<file path="config.mk">
export PLATFORM = sky130hd
export DESIGN_NAME = iir_direct_form_two_filter
export DESIGN_NICKNAME = d
export VERILOG_FILES = /design/src/rtl/iirdf2_pkg.sv /design/src/rtl/iirdf2_seq.sv /design/src/rtl/iirdf2_dp.sv /design/src/rtl/iir_direct_form_two_filter.sv
export SDC_FILE = /design/constraint.sdc
export NUM_CORES = 2
export LEC_CHECK = 0
export BUFFER_PORTS_ARGS = -buffer_cell sky130_fd_sc_hd__buf_4
export CORE_MARGIN = 3
export CORE_UTILIZATION = 30
export DETAILED_ROUTE_END_ITERATION = 16
export PLACE_DENSITY = 0.52
export SKIP_LAST_GASP = 1
export SLEW_MARGIN = 0
export SYNTH_ARGS = -nofsm -noshare
export SYNTH_HDL_FRONTEND = slang
export SYNTH_SLANG_ARGS = --single-unit
export TNS_END_PERCENT = 20
</file>
<file path="constraint.sdc">
create_clock -name aclk -period 20.5 [get_ports aclk]
set_input_delay 1.025 -clock aclk [delete_from_list [all_inputs] [get_ports aclk]]
set_output_delay 1.025 -clock aclk [all_outputs]
set_load 0.05 [all_outputs]
</file>
<file path="src/rtl/iirdf2_pkg.sv">
// Shared types, constants and the microcode ROM for the direct form II IIR filter.
// No dependencies; every other file in rtl/ uses this package by scoped names.
package iirdf2_pkg;

    localparam int SAMPLE_W  = 16;
    localparam int COEF_W    = 18;
    localparam int STATE_W   = 24;
    localparam int FRAC_W    = 14;
    localparam int PROD_W    = COEF_W + STATE_W;
    // three feedback/feedforward products plus the sample term, with headroom
    localparam int ACC_W     = PROD_W + 3;
    localparam int Q_W       = ACC_W - FRAC_W;
    localparam int MAX_ORDER = 3;
    localparam int ORDER_DEF = 3;
    localparam int PC_W      = 4;
    localparam int TAP_W     = 2;
    localparam int REG_IDX_W = 3;

    localparam logic signed [ACC_W-1:0] HALF_Q    = ACC_W'(1) <<< (FRAC_W - 1);
    localparam logic signed [Q_W-1:0]   STATE_MAX = Q_W'((1 << (STATE_W - 1)) - 1);
    localparam logic signed [Q_W-1:0]   STATE_MIN = -Q_W'(1 << (STATE_W - 1));
    localparam logic signed [Q_W-1:0]   OUT_MAX   = Q_W'((1 << (SAMPLE_W - 1)) - 1);
    localparam logic signed [Q_W-1:0]   OUT_MIN   = -Q_W'(1 << (SAMPLE_W - 1));

    // coefficient register indexes
    localparam logic [REG_IDX_W-1:0] REG_B0 = 3'd0;
    localparam logic [REG_IDX_W-1:0] REG_B1 = 3'd1;
    localparam logic [REG_IDX_W-1:0] REG_B2 = 3'd2;
    localparam logic [REG_IDX_W-1:0] REG_B3 = 3'd3;
    localparam logic [REG_IDX_W-1:0] REG_A1 = 3'd4;
    localparam logic [REG_IDX_W-1:0] REG_A2 = 3'd5;
    localparam logic [REG_IDX_W-1:0] REG_A3 = 3'd6;

    localparam logic signed [COEF_W-1:0] COEF_ONE = COEF_W'(1 << FRAC_W);

    typedef logic signed [COEF_W-1:0] coef_t;

    typedef struct packed {
        coef_t b0;
        coef_t b1;
        coef_t b2;
        coef_t b3;
        coef_t a1;
        coef_t a2;
        coef_t a3;
    } coef_bank_t;

    typedef enum logic [2:0] {
        CS_B0 = 3'd0,
        CS_B1 = 3'd1,
        CS_B2 = 3'd2,
        CS_B3 = 3'd3,
        CS_A1 = 3'd4,
        CS_A2 = 3'd5,
        CS_A3 = 3'd6
    } coef_sel_t;

    typedef enum logic [2:0] {
        ACC_HOLD   = 3'd0,
        ACC_LOAD_X = 3'd1,
        ACC_SUB    = 3'd2,
        ACC_ADD    = 3'd3,
        ACC_LOAD_P = 3'd4
    } acc_op_t;

    typedef enum logic [1:0] {
        COND_NONE = 2'd0,
        COND_IN   = 2'd1,
        COND_OUT  = 2'd2
    } cond_t;

    typedef struct packed {
        coef_sel_t        coef_sel;
        logic [TAP_W-1:0] tap;       // 0 selects the new state w
        acc_op_t          acc_op;
        logic             latch_w;
        logic             emit;
        cond_t            cond;      // hold the step until this is true
        logic             jump;
        logic [PC_W-1:0]  target;
    } ctrl_word_t;

    typedef struct packed {
        ctrl_word_t cw;
        logic       advance;
        logic       in_ready;
    } seq_ctrl_t;

    localparam ctrl_word_t CW_NOP = '{
        coef_sel: CS_B0, tap: '0, acc_op: ACC_HOLD, latch_w: 1'b0, emit: 1'b0,
        cond: COND_NONE, jump: 1'b0, target: '0
    };

    // One control word per step. The multiplier issued in step k is
    // accumulated in step k+1.
    function automatic ctrl_word_t ucode_rom(input logic [PC_W-1:0] addr);
        ctrl_word_t w;
        w = CW_NOP;
        case (addr)
            4'd0: begin
                w.coef_sel = CS_A1; w.tap = 2'd1; w.acc_op = ACC_LOAD_X;
                w.cond = COND_IN;
            end
            4'd1: begin
                w.coef_sel = CS_A2; w.tap = 2'd2; w.acc_op = ACC_SUB;
            end
            4'd2: begin
                w.coef_sel = CS_A3; w.tap = 2'd3; w.acc_op = ACC_SUB;
            end
            4'd3: begin
                w.coef_sel = CS_B1; w.tap = 2'd1; w.acc_op = ACC_SUB;
            end
            4'd4: begin
                w.coef_sel = CS_B2; w.tap = 2'd2; w.acc_op = ACC_LOAD_P;
                w.latch_w = 1'b1;
            end
            4'd5: begin
                w.coef_sel = CS_B3; w.tap = 2'd3; w.acc_op = ACC_ADD;
            end
            4'd6: begin
                w.coef_sel = CS_B0; w.tap = 2'd0; w.acc_op = ACC_ADD;
            end
            4'd7: begin
                w.acc_op = ACC_ADD;
            end
            4'd8: begin
                w.emit = 1'b1; w.cond = COND_OUT; w.jump = 1'b1; w.target = '0;
            end
            default: begin
                w.jump = 1'b1; w.target = '0;
            end
        endcase
        return w;
    endfunction

endpackage

</file>
<file path="src/rtl/iirdf2_seq.sv">
// Microcode sequencer: step counter, control ROM lookup and conditional branching.
// Depends on iirdf2_pkg.
module iirdf2_seq (
    input  logic                  aclk,
    input  logic                  aresetn,
    input  logic                  in_valid,
    input  logic                  out_free,
    output iirdf2_pkg::seq_ctrl_t ctrl
);

    logic [iirdf2_pkg::PC_W-1:0] pc_reg;
    logic [iirdf2_pkg::PC_W-1:0] pc_next;
    iirdf2_pkg::ctrl_word_t      cw;
    logic                        cond_ok;

    assign cw = iirdf2_pkg::ucode_rom(pc_reg);

    always_comb begin
        case (cw.cond)
            iirdf2_pkg::COND_NONE: cond_ok = 1'b1;
            iirdf2_pkg::COND_IN:   cond_ok = in_valid;
            iirdf2_pkg::COND_OUT:  cond_ok = out_free;
            default:               cond_ok = 1'b1;
        endcase
    end

    always_comb begin
        if (!cond_ok) begin
            pc_next = pc_reg;
        end else if (cw.jump) begin
            pc_next = cw.target;
        end else begin
            pc_next = pc_reg + iirdf2_pkg::PC_W'(1);
        end
    end

    always_ff @(posedge aclk) begin
        if (!aresetn) begin
            pc_reg <= '0;
        end else begin
            pc_reg <= pc_next;
        end
    end

    assign ctrl.cw       = cw;
    assign ctrl.advance  = cond_ok;
    assign ctrl.in_ready = (cw.cond == iirdf2_pkg::COND_IN);

endmodule

</file>
<file path="src/rtl/iirdf2_dp.sv">
// Datapath: delay line, shared multiplier, accumulator, rounding and saturation.
// Depends on iirdf2_pkg; driven by control words from iirdf2_seq.
module iirdf2_dp #(
    parameter int ORDER = iirdf2_pkg::ORDER_DEF
) (
    input  logic                                 aclk,
    input  logic                                 aresetn,
    input  iirdf2_pkg::seq_ctrl_t                ctrl,
    input  iirdf2_pkg::coef_bank_t               coefs,
    input  logic signed [iirdf2_pkg::SAMPLE_W-1:0] sample_in,
    output logic signed [iirdf2_pkg::SAMPLE_W-1:0] y_out,
    output logic                                 clip_out
);

    localparam int ACC_W = iirdf2_pkg::ACC_W;

    logic signed [iirdf2_pkg::STATE_W-1:0] delay_reg [ORDER];
    logic signed [iirdf2_pkg::STATE_W-1:0] w_reg;
    logic                                  w_hit_reg;
    logic signed [iirdf2_pkg::PROD_W-1:0]  prod_reg;
    logic signed [ACC_W-1:0]               acc_reg;
    logic signed [ACC_W-1:0]               acc_next;

    iirdf2_pkg::coef_t                     mul_coef;
    logic signed [iirdf2_pkg::STATE_W-1:0] mul_state;
    logic signed [iirdf2_pkg::PROD_W-1:0]  prod_next;

    logic signed [ACC_W-1:0]               rnd_sum;
    logic signed [iirdf2_pkg::Q_W-1:0]     q;
    logic signed [iirdf2_pkg::STATE_W-1:0] w_sat;
    logic                                  w_hit;
    logic                                  y_hit;
    logic signed [ACC_W-1:0]               x_scaled;

    always_comb begin
        case (ctrl.cw.coef_sel)
            iirdf2_pkg::CS_B0: mul_coef = coefs.b0;
            iirdf2_pkg::CS_B1: mul_coef = coefs.b1;
            iirdf2_pkg::CS_B2: mul_coef = coefs.b2;
            iirdf2_pkg::CS_B3: mul_coef = coefs.b3;
            iirdf2_pkg::CS_A1: mul_coef = coefs.a1;
            iirdf2_pkg::CS_A2: mul_coef = coefs.a2;
            iirdf2_pkg::CS_A3: mul_coef = coefs.a3;
            default:           mul_coef = '0;
        endcase
    end

    // taps beyond ORDER read as zero, which drops their products
    always_comb begin
        mul_state = '0;
        if (ctrl.cw.tap == '0) begin
            mul_state = w_reg;
        end
        for (int i = 0; i < ORDER; i++) begin
            if (ctrl.cw.tap == iirdf2_pkg::TAP_W'(i + 1)) begin
                mul_state = delay_reg[i];
            end
        end
    end

    assign prod_next = mul_coef * mul_state;

    assign x_scaled = {{(ACC_W - iirdf2_pkg::SAMPLE_W - iirdf2_pkg::FRAC_W){sample_in[
                          iirdf2_pkg::SAMPLE_W-1]}}, sample_in, {iirdf2_pkg::FRAC_W{1'b0}}};

    // round half up: add half an LSB, then floor
    assign rnd_sum = acc_reg + iirdf2_pkg::HALF_Q;
    assign q       = rnd_sum[ACC_W-1:iirdf2_pkg::FRAC_W];

    always_comb begin
        w_hit = 1'b0;
        w_sat = q[iirdf2_pkg::STATE_W-1:0];
        if (q > iirdf2_pkg::STATE_MAX) begin
            w_hit = 1'b1;
            w_sat = iirdf2_pkg::STATE_MAX[iirdf2_pkg::STATE_W-1:0];
        end else if (q < iirdf2_pkg::STATE_MIN) begin
            w_hit = 1'b1;
            w_sat = iirdf2_pkg::STATE_MIN[iirdf2_pkg::STATE_W-1:0];
        end
    end

    always_comb begin
        y_hit = 1'b0;
        y_out = q[iirdf2_pkg::SAMPLE_W-1:0];
        if (q > iirdf2_pkg::OUT_MAX) begin
            y_hit = 1'b1;
            y_out = iirdf2_pkg::OUT_MAX[iirdf2_pkg::SAMPLE_W-1:0];
        end else if (q < iirdf2_pkg::OUT_MIN) begin
            y_hit = 1'b1;
            y_out = iirdf2_pkg::OUT_MIN[iirdf2_pkg::SAMPLE_W-1:0];
        end
    end

    assign clip_out = w_hit_reg | y_hit;

    always_comb begin
        case (ctrl.cw.acc_op)
            iirdf2_pkg::ACC_HOLD:   acc_next = acc_reg;
            iirdf2_pkg::ACC_LOAD_X: acc_next = x_scaled;
            iirdf2_pkg::ACC_SUB:    acc_next = acc_reg - ACC_W'(prod_reg);
            iirdf2_pkg::ACC_ADD:    acc_next = acc_reg + ACC_W'(prod_reg);
            iirdf2_pkg::ACC_LOAD_P: acc_next = ACC_W'(prod_reg);
            default:                acc_next = acc_reg;
        endcase
    end

    always_ff @(posedge aclk) begin
        prod_reg <= prod_next;
        if (ctrl.advance) begin
            acc_reg <= acc_next;
        end
        if (ctrl.advance && ctrl.cw.latch_w) begin
            w_reg     <= w_sat;
            w_hit_reg <= w_hit;
        end
    end

    always_ff @(posedge aclk) begin
        if (!aresetn) begin
            for (int i = 0; i < ORDER; i++) begin
                delay_reg[i] <= '0;
            end
        end else if (ctrl.advance && ctrl.cw.emit) begin
            delay_reg[0] <= w_reg;
            for (int i = 1; i < ORDER; i++) begin
                delay_reg[i] <= delay_reg[i-1];
            end
        end
    end

endmodule

</file>
<file path="src/rtl/iir_direct_form_two_filter.sv">
// Top level of the direct form II IIR filter: coefficient registers, output register.
// Depends on iirdf2_pkg, iirdf2_seq and iirdf2_dp.
//
//  channel   ports                              direction  width
//  -------   --------------------------------   ---------  -----------------
//  input     s_valid s_ready s_sample_in        in         16 signed
//  result    m_valid m_ready m_sample_out       out        16 signed, 1 flag
//            m_clipped
//  config    cfg_wr_en cfg_index cfg_data       in         3 index, 18 data
//
//  A sample is accepted in step 0 and its result reaches the result register
//  in the last step; no new sample is taken until the sequencer is back in
//  step 0. One shared 18x24 multiplier does all 2*3+1 products, one issued
//  per microcode step; one more step adds the last product and one rounds
//  and registers the output.
//  Reset (synchronous, active low) clears the step counter, the delay line and
//  the output valid; coefficients return to b0 = 1.0, all others zero.
//  The next sample is accepted while a result waits; the sequencer holds in
//  step 0 until a sample arrives and in its last step while the output
//  register is still occupied.
module iir_direct_form_two_filter #(
    parameter int ORDER = iirdf2_pkg::ORDER_DEF
) (
    input  logic                                   aclk,
    input  logic                                   aresetn,
    // input sample transaction
    input  logic                                   s_valid,
    output logic                                   s_ready,
    input  logic signed [iirdf2_pkg::SAMPLE_W-1:0] s_sample_in,
    // result transaction
    output logic                                   m_valid,
    input  logic                                   m_ready,
    output logic signed [iirdf2_pkg::SAMPLE_W-1:0] m_sample_out,
    output logic                                   m_clipped,
    // coefficient writes
    input  logic                                   cfg_wr_en,
    input  logic [iirdf2_pkg::REG_IDX_W-1:0]       cfg_index,
    input  logic [iirdf2_pkg::COEF_W-1:0]          cfg_data
);

    iirdf2_pkg::coef_bank_t                coef_reg;
    iirdf2_pkg::seq_ctrl_t                 ctrl;
    logic signed [iirdf2_pkg::SAMPLE_W-1:0] y_out;
    logic                                  clip_out;
    logic                                  out_free;
    logic                                  emit_go;

    logic                                  m_valid_reg;
    logic signed [iirdf2_pkg::SAMPLE_W-1:0] m_sample_out_reg;
    logic                                  m_clipped_reg;

    // output register may be refilled in the cycle it is drained
    assign out_free = !m_valid_reg || m_ready;
    assign emit_go  = ctrl.advance && ctrl.cw.emit;

    iirdf2_seq u_seq (
        .aclk     (aclk),
        .aresetn  (aresetn),
        .in_valid (s_valid),
        .out_free (out_free),
        .ctrl     (ctrl)
    );

    iirdf2_dp #(
        .ORDER (ORDER)
    ) u_dp (
        .aclk      (aclk),
        .aresetn   (aresetn),
        .ctrl      (ctrl),
        .coefs     (coef_reg),
        .sample_in (s_sample_in),
        .y_out     (y_out),
        .clip_out  (clip_out)
    );

    // coefficient bank; writes to unused indexes are dropped
    always_ff @(posedge aclk) begin
        if (!aresetn) begin
            coef_reg.b0 <= iirdf2_pkg::COEF_ONE;
            coef_reg.b1 <= '0;
            coef_reg.b2 <= '0;
            coef_reg.b3 <= '0;
            coef_reg.a1 <= '0;
            coef_reg.a2 <= '0;
            coef_reg.a3 <= '0;
        end else if (cfg_wr_en) begin
            case (cfg_index)
                iirdf2_pkg::REG_B0: coef_reg.b0 <= cfg_data;
                iirdf2_pkg::REG_B1: coef_reg.b1 <= cfg_data;
                iirdf2_pkg::REG_B2: coef_reg.b2 <= cfg_data;
                iirdf2_pkg::REG_B3: coef_reg.b3 <= cfg_data;
                iirdf2_pkg::REG_A1: coef_reg.a1 <= cfg_data;
                iirdf2_pkg::REG_A2: coef_reg.a2 <= cfg_data;
                iirdf2_pkg::REG_A3: coef_reg.a3 <= cfg_data;
                default: ;
            endcase
        end
    end

    // result register
    always_ff @(posedge aclk) begin
        if (!aresetn) begin
            m_valid_reg <= 1'b0;
        end else if (emit_go) begin
            m_valid_reg <= 1'b1;
        end else if (m_ready) begin
            m_valid_reg <= 1'b0;
        end
    end

    always_ff @(posedge aclk) begin
        if (emit_go) begin
            m_sample_out_reg <= y_out;
            m_clipped_reg    <= clip_out;
        end
    end

    assign s_ready      = ctrl.in_ready;
    assign m_valid      = m_valid_reg;
    assign m_sample_out = m_sample_out_reg;
    assign m_clipped    = m_clipped_reg;

endmodule

</file>
# ---- Word-level counts from Yosys, hierarchy flattened
# Memories as Yosys holds them, arrays and structs flattened.
# Cells that the tools add are included.
dict set report totals {
  elab_cells 107
  ram_bits 72
  reg_bits 260
  out_inout_bits 19
  n_memories 1
  input_bits 42
}
dict set report classes {
  order_cmp 4
  mux 28
  bitwise_logic 4
  addsub 4
  n_reduce_logical 21
  n_eq_ne 29
  n_mul 1
}
# memory words width read_ports rd_clocked_by_memory_dff wr line_no
set mem_list {}
lappend mem_list {u_dp.delay_reg 3 24 3 0 3 iirdf2_dp.sv:17} ;# logic signed [iirdf2_pkg::STATE_W-1:0] delay_reg [ORDER];
# op count
set op_table {}
lappend op_table {{24-bit two-way mux} 8}
lappend op_table {{45-bit case mux with 4 select lines} 1}
lappend op_table {{18-bit case mux with 7 select lines} 1}
lappend op_table {{45-bit by 15-bit adder with 45-bit output (second input constant)} 1}
lappend op_table {{45-bit by 42-bit adder with 45-bit output} 1}
lappend op_table {{45-bit by 42-bit subtractor with 45-bit output} 1}
lappend op_table {{18-bit by 24-bit multiplier with 42-bit output} 1}
lappend op_table {{31-bit by 16-bit > comparator with 1-bit output (second input constant)} 1}
lappend op_table {{31-bit by 24-bit > comparator with 1-bit output (second input constant)} 1}
lappend op_table {{31-bit by 16-bit less-than comparator with 1-bit output (second input constant)} 1}
lappend op_table {{31-bit by 24-bit less-than comparator with 1-bit output (second input constant)} 1}
lappend op_table {{5-bit case mux with 6 select lines} 1}
lappend op_table {{3-bit == test (second input constant)} 7}
lappend op_table {{3-bit by 2-bit == test with 1-bit output (second input constant)} 6}
lappend op_table {{4-bit by 3-bit == test with 1-bit output (second input constant)} 4}
lappend op_table {{16-bit two-way mux} 1}
lappend op_table {{2-bit AND reduction} 8}
lappend op_table {{3-bit case mux with 4 select lines} 1}
lappend op_table {{1-bit two-way mux} 11}
lappend op_table {{3-bit by 1-bit == test with 1-bit output (second input constant)} 3}
lappend op_table {{4-bit by 2-bit == test with 1-bit output (second input constant)} 2}
lappend op_table {{8-bit OR reduction} 1}
lappend op_table {{2-bit == test (second input constant)} 3}
lappend op_table {{3-bit logical NOT} 2}
lappend op_table {{17 further kinds} 23}

# ---- Depth between registers and ports, before layout
dict set report depth {
  ltp_word 9
  ltp_mapped 37
}

# ---- Modules after synthesis
# Synthesis repeated with hierarchy kept, for this count alone.
dict set report hier_totals {
  hier_cells 3511
  area_unflattened_um2 33283.2
}
# mod area_per_inst_um2 n_inst seq_area_each_um2 cells_per_inst
set by_module_without_submodules {}
lappend by_module_without_submodules {iirdf2_dp 27679.0 1 5104.9 2987}
lappend by_module_without_submodules {iir_direct_form_two_filter 5109.9 1 3052.9 456}
lappend by_module_without_submodules {iirdf2_seq 494.2 1 80.1 68}

# ---- Worst setup path before layout
# Ideal clock, no wire load.
dict set report synth_path {
  path_type {reg2reg}
  startpoint {register u_seq.pc_reg[0] in the netlist's numbering}
  endpoint {register u_dp.prod_reg[40] in the netlist's numbering}
  t_required_ps 20428
  n_path_buf 5
  slack_ps 12400
  synth_period_minus_slack_ps 8100
  arrival_time_ps 8028
  stages_incl_launch_ff 33
  path_cell_list {dfxtp_1 -> inv_1 -> ha_1 -> clkbuf_1 -> nand2_1 -> a21oi_1 -> clkbuf_1 -> clkbuf_1 -> mux2i_1 -> clkbuf_1 -> nand2_1 -> fa_1 -> inv_1 -> fa_1 -> inv_1 -> fa_1 -> inv_1 -> fa_1 -> fa_1 -> inv_1 -> fa_1 -> inv_1 -> ha_1 -> clkbuf_1 -> a21o_1 -> a31oi_1 -> o21ai_1 -> a221oi_2 -> o21ai_1 -> o311a_1 -> o21a_1 -> nor2_1 -> xnor2_1}
}
dict set report synth_via {
  elab_chain_cells 8
  elab_cells_between_ends 24
  cone_classes {mul (1); eq/ne (14); mux (6); reduce/logical (3)}
}
# item line_no
set synth_lines {}
lappend synth_lines {{start, declared} iirdf2_seq.sv:11} ;# logic [iirdf2_pkg::PC_W-1:0] pc_reg;
lappend synth_lines {{start signal, assigned} iirdf2_seq.sv:41} ;# pc_reg <= pc_next;
lappend synth_lines {{4-bit by 3-bit == test with 1-bit output, or another cell as far along} iirdf2_pkg.sv:99} ;# case (addr)
lappend synth_lines {{5-bit case mux with 6 select lines *} iirdf2_pkg.sv:99}
lappend synth_lines {{2-bit logical NOT} iirdf2_dp.sv:51} ;# if (ctrl.cw.tap == '0) begin
lappend synth_lines {{24-bit two-way mux} iirdf2_dp.sv:51}
lappend synth_lines {{24-bit two-way mux (3 in a row)} iirdf2_dp.sv:55} ;# if (ctrl.cw.tap == iirdf2_pkg::TAP_W'(i + 1)) begin
lappend synth_lines {{18-bit by 24-bit multiplier with 42-bit output *} iirdf2_dp.sv:61} ;# assign prod_next = mul_coef * mul_state;
lappend synth_lines {{net u_dp.prod_next (one bit)} iirdf2_dp.sv:26} ;# logic signed [iirdf2_pkg::PROD_W-1:0] prod_next;
lappend synth_lines {{end signal, assigned} iirdf2_dp.sv:108} ;# prod_reg <= prod_next;
lappend synth_lines {{end, declared} iirdf2_dp.sv:20} ;# logic signed [iirdf2_pkg::PROD_W-1:0] prod_reg;
# Mark *: on every way through the listed nets, which the timed path passes. The rest lies on a longest branch.
# A chain may end at the register's enable or synchronous reset.

# ---- Worst setup path in the final report
dict set report layout_path {
  startpoint {register u_seq.pc_reg[3] in the netlist's numbering}
  endpoint {register u_dp.prod_reg[41] in the netlist's numbering}
}
# Same word-level chain as after synthesis.

==> out/metrics.yaml <==
outcome:
  status: "finished clean"
grt:
  grt_pass1_vias: 26000
  grt_use_met1_pct: 25.75
  grt_usage_pct: 18.18
  met2_usage_pct: 28.85
  grt_max_degree: 120
  grt_pass1_wl_mm: 159.1
  grt_overflow: 0
  busiest_layer: "met2"
  grtUsageMet3_pct: 2.299
  antenna_found_initial: 2
placed_design:
  gp_congestion: 0.8784
  port_buffers: 60
  hpwl_mm: 74.63
  place_ws_ns: 11.08
clocking:
  clk_pin_slew_ns: 0.08
  hold_buffers: 0
  cts.sinks: 332
  clk_latency_ns: 0.61
  cts_resized: 0
  postCtsSetupRepairBufs: 0
  numCtsBuffers: 41
  h-tree-depth: 2
  root_buffer: "clkbuf_16"
  cts_tree: "yes"
  max-clock-path-buffers: 3
synthesis:
  yosys-top-cells-count: "nand2_1 (627), inv_1 (547), fa_1 (426), nor2_1 (230), dfxtp_1 (173)"
  yosysWarnings: 0
  yosysSeqAreaShare_pct: 25.13
  syn_area_mm2: 0.03278
  synth_enable_flop_cells: 159
  synth_area_leaders: "fa_1 (26%), edfxtp_1 (15%), dfxtp_1 (11%), nand2_1 (7.2%), inv_1 (6.3%)"
  async_flop_share_pct: 0
  synthFlopType: "dfxtp_1"
  synth_cell_types: 81
  synth.avg_cell_area_um2: 8.922
  yosysTopAreaCell: "fa_1"
  synth_nets: 4299
  synthCells: 3674
  ys_seq_elements: 332
  yosys.area.top_type_share_pct: 26.02
  yosysMostFrequentCell: "nand2_1"
sta:
  period_share_pct: 45.54
  max_freq_mhz: 107.1
  fin_skew_ns: 0.04023
  period_needed_ns: 9.335
  drv_slew: 0
  rsz0062_at_grt: "false"
  fin_tns_setup_ns: 0
  fin_ws_ns: 11.16
  timing.final.hold_violations: 0
  max_slew_margin_pct: 18.82
  setup_viol: 0
  worst_pin_slew_ns: 1.213
flow_run:
  drv_cap: 0
die:
  row_count: 120
  die_w_um: 336.6
  start_util_pct: 30.41
  ios: 61
  fp.dieArea_mm2: 0.1133
  die_height_um: 336.6
  design.core.area_mm2: 0.1078
drt:
  first_pass_iters: 5
  remaining_drc_errors: 0
  drtIter0Drc: 1950
  viasPerCell: 4.984
  vias: 25340
  wl_mm: 100.8
  wl_per_cell_um: 19.81
  final_antenna_net_count: 0
layout:
  fillers: 11210
  largest_reg_flops: 126
  finish.utilization_pct: 33.67
  syn_to_final_growth_pct: 10.75
  nets: 4274
  layout-drive-gt1-share_pct: 6.357
worst_setup_path:
  required_ns: 20.96
  crit_top_cell: "inv_1"
  worstPathArrival_ns: 9.79
  worstSetupEndpointType: "flop"
  path_max_fanout: 24
  crit_type: "reg -> reg"
  cpMaxStageDelayCell: "nand3_1"
  cp-start-kind: "flop"
  slowest_delay_ns: 0.86
hold_path:
  hold_path_class: "reg -> reg"
-- final timing paths --
| kind | from | to | slack (ns) | cells past startpoint |
|---|---|---|---|---|
| min | coef_reg[0]$_SDFFE_PN0P_ | coef_reg[0]$_SDFFE_PN0P_ | 0.47 | 2 |
| max reg2reg | u_seq.pc_reg[3]$_SDFFE_PN0N_ | u_dp.prod_reg[41]$_DFF_P_ | 11.16 | 28 |
| min reg2reg | coef_reg[0]$_SDFFE_PN0P_ | coef_reg[0]$_SDFFE_PN0P_ | 0.47 | 2 |
| max | u_seq.pc_reg[3]$_SDFFE_PN0N_ | u_dp.prod_reg[41]$_DFF_P_ | 11.16 | 28 |
-- logic make-up (layout without fill, tap and decap cells) --
kind of cell,Yosys count,count (layout),share of synthesized area (%)
xor+xnor,154,154,4.115
buf+inv,726,733,8.386
fa+ha+maj,583,583,32.01
simple gates,1203,1203,16.41
compound gates,640,640,12.82
flops,332,332,25.13
other cells,0,1,0
mux,36,36,1.126
-- layout make-up --
type	instances	area, um2	share of cell area [%]
inverter	547	2053	5.656
clock buffer	59	1166	3.212
multi-input combinational	2616	21970	60.51
tap	1403	1755	4.836
sequential	332	8238	22.69
timing repair buffer	111	833.3	2.295
antenna	1	2.502	0.006893
clock inverter	16	287.8	0.7927
-- layer usage --
| layer | vias to the layer above | routed length [um] |
|---|---|---|
| li1 | 11860 | - |
| met1 | 12690 | 46620 |
| met2 | 654 | 45520 |
| met3 | 138 | 5268 |
| met4 | 2 | 3332 |
| met5 | - | 13 |
-- cells in the final DEF, fill, tap and decap left out, types with 125 or more instances in the layout --
cell      synthesis  layout
nand2_1         627     627
inv_1           547     547
fa_1            426     426
nor2_1          230     225
dfxtp_1         173     173
edfxtp_1        159     159
o21ai_0         159     157
ha_1            157     157
a21boi_0        127     127
a21oi_1         126     125
-- critical path: cells and delay by family, from the launching register on --
kind	cells	cell delay, ns
compound gates	5	1.18
xor+xnor	1	0.13
fa+ha+maj	7	3.67
buf+inv	7	0.84
flops	1	0.80
simple gates	8	2.57
-- per-stage QoR --
| stage | std cells | hold slack [ns] | area, um2 |
|---|---|---|---|
| after floorplan | 3674 | 0.4409 | 32780 |
| after global placement | 5009 | 0.4525 | 34850 |
| after detailed placement | 5009 | 0.4602 | 34850 |
| after CTS | 5084 | 0.4685 | 36300 |
| after global routing | 5084 | 0.4862 | 36300 |
| final | 5085 | 0.4675 | 36300 |
Power is left out: the tool's default activity adds up to more than one toggle a clock period on the data nets, which glitch-free logic cannot reach.
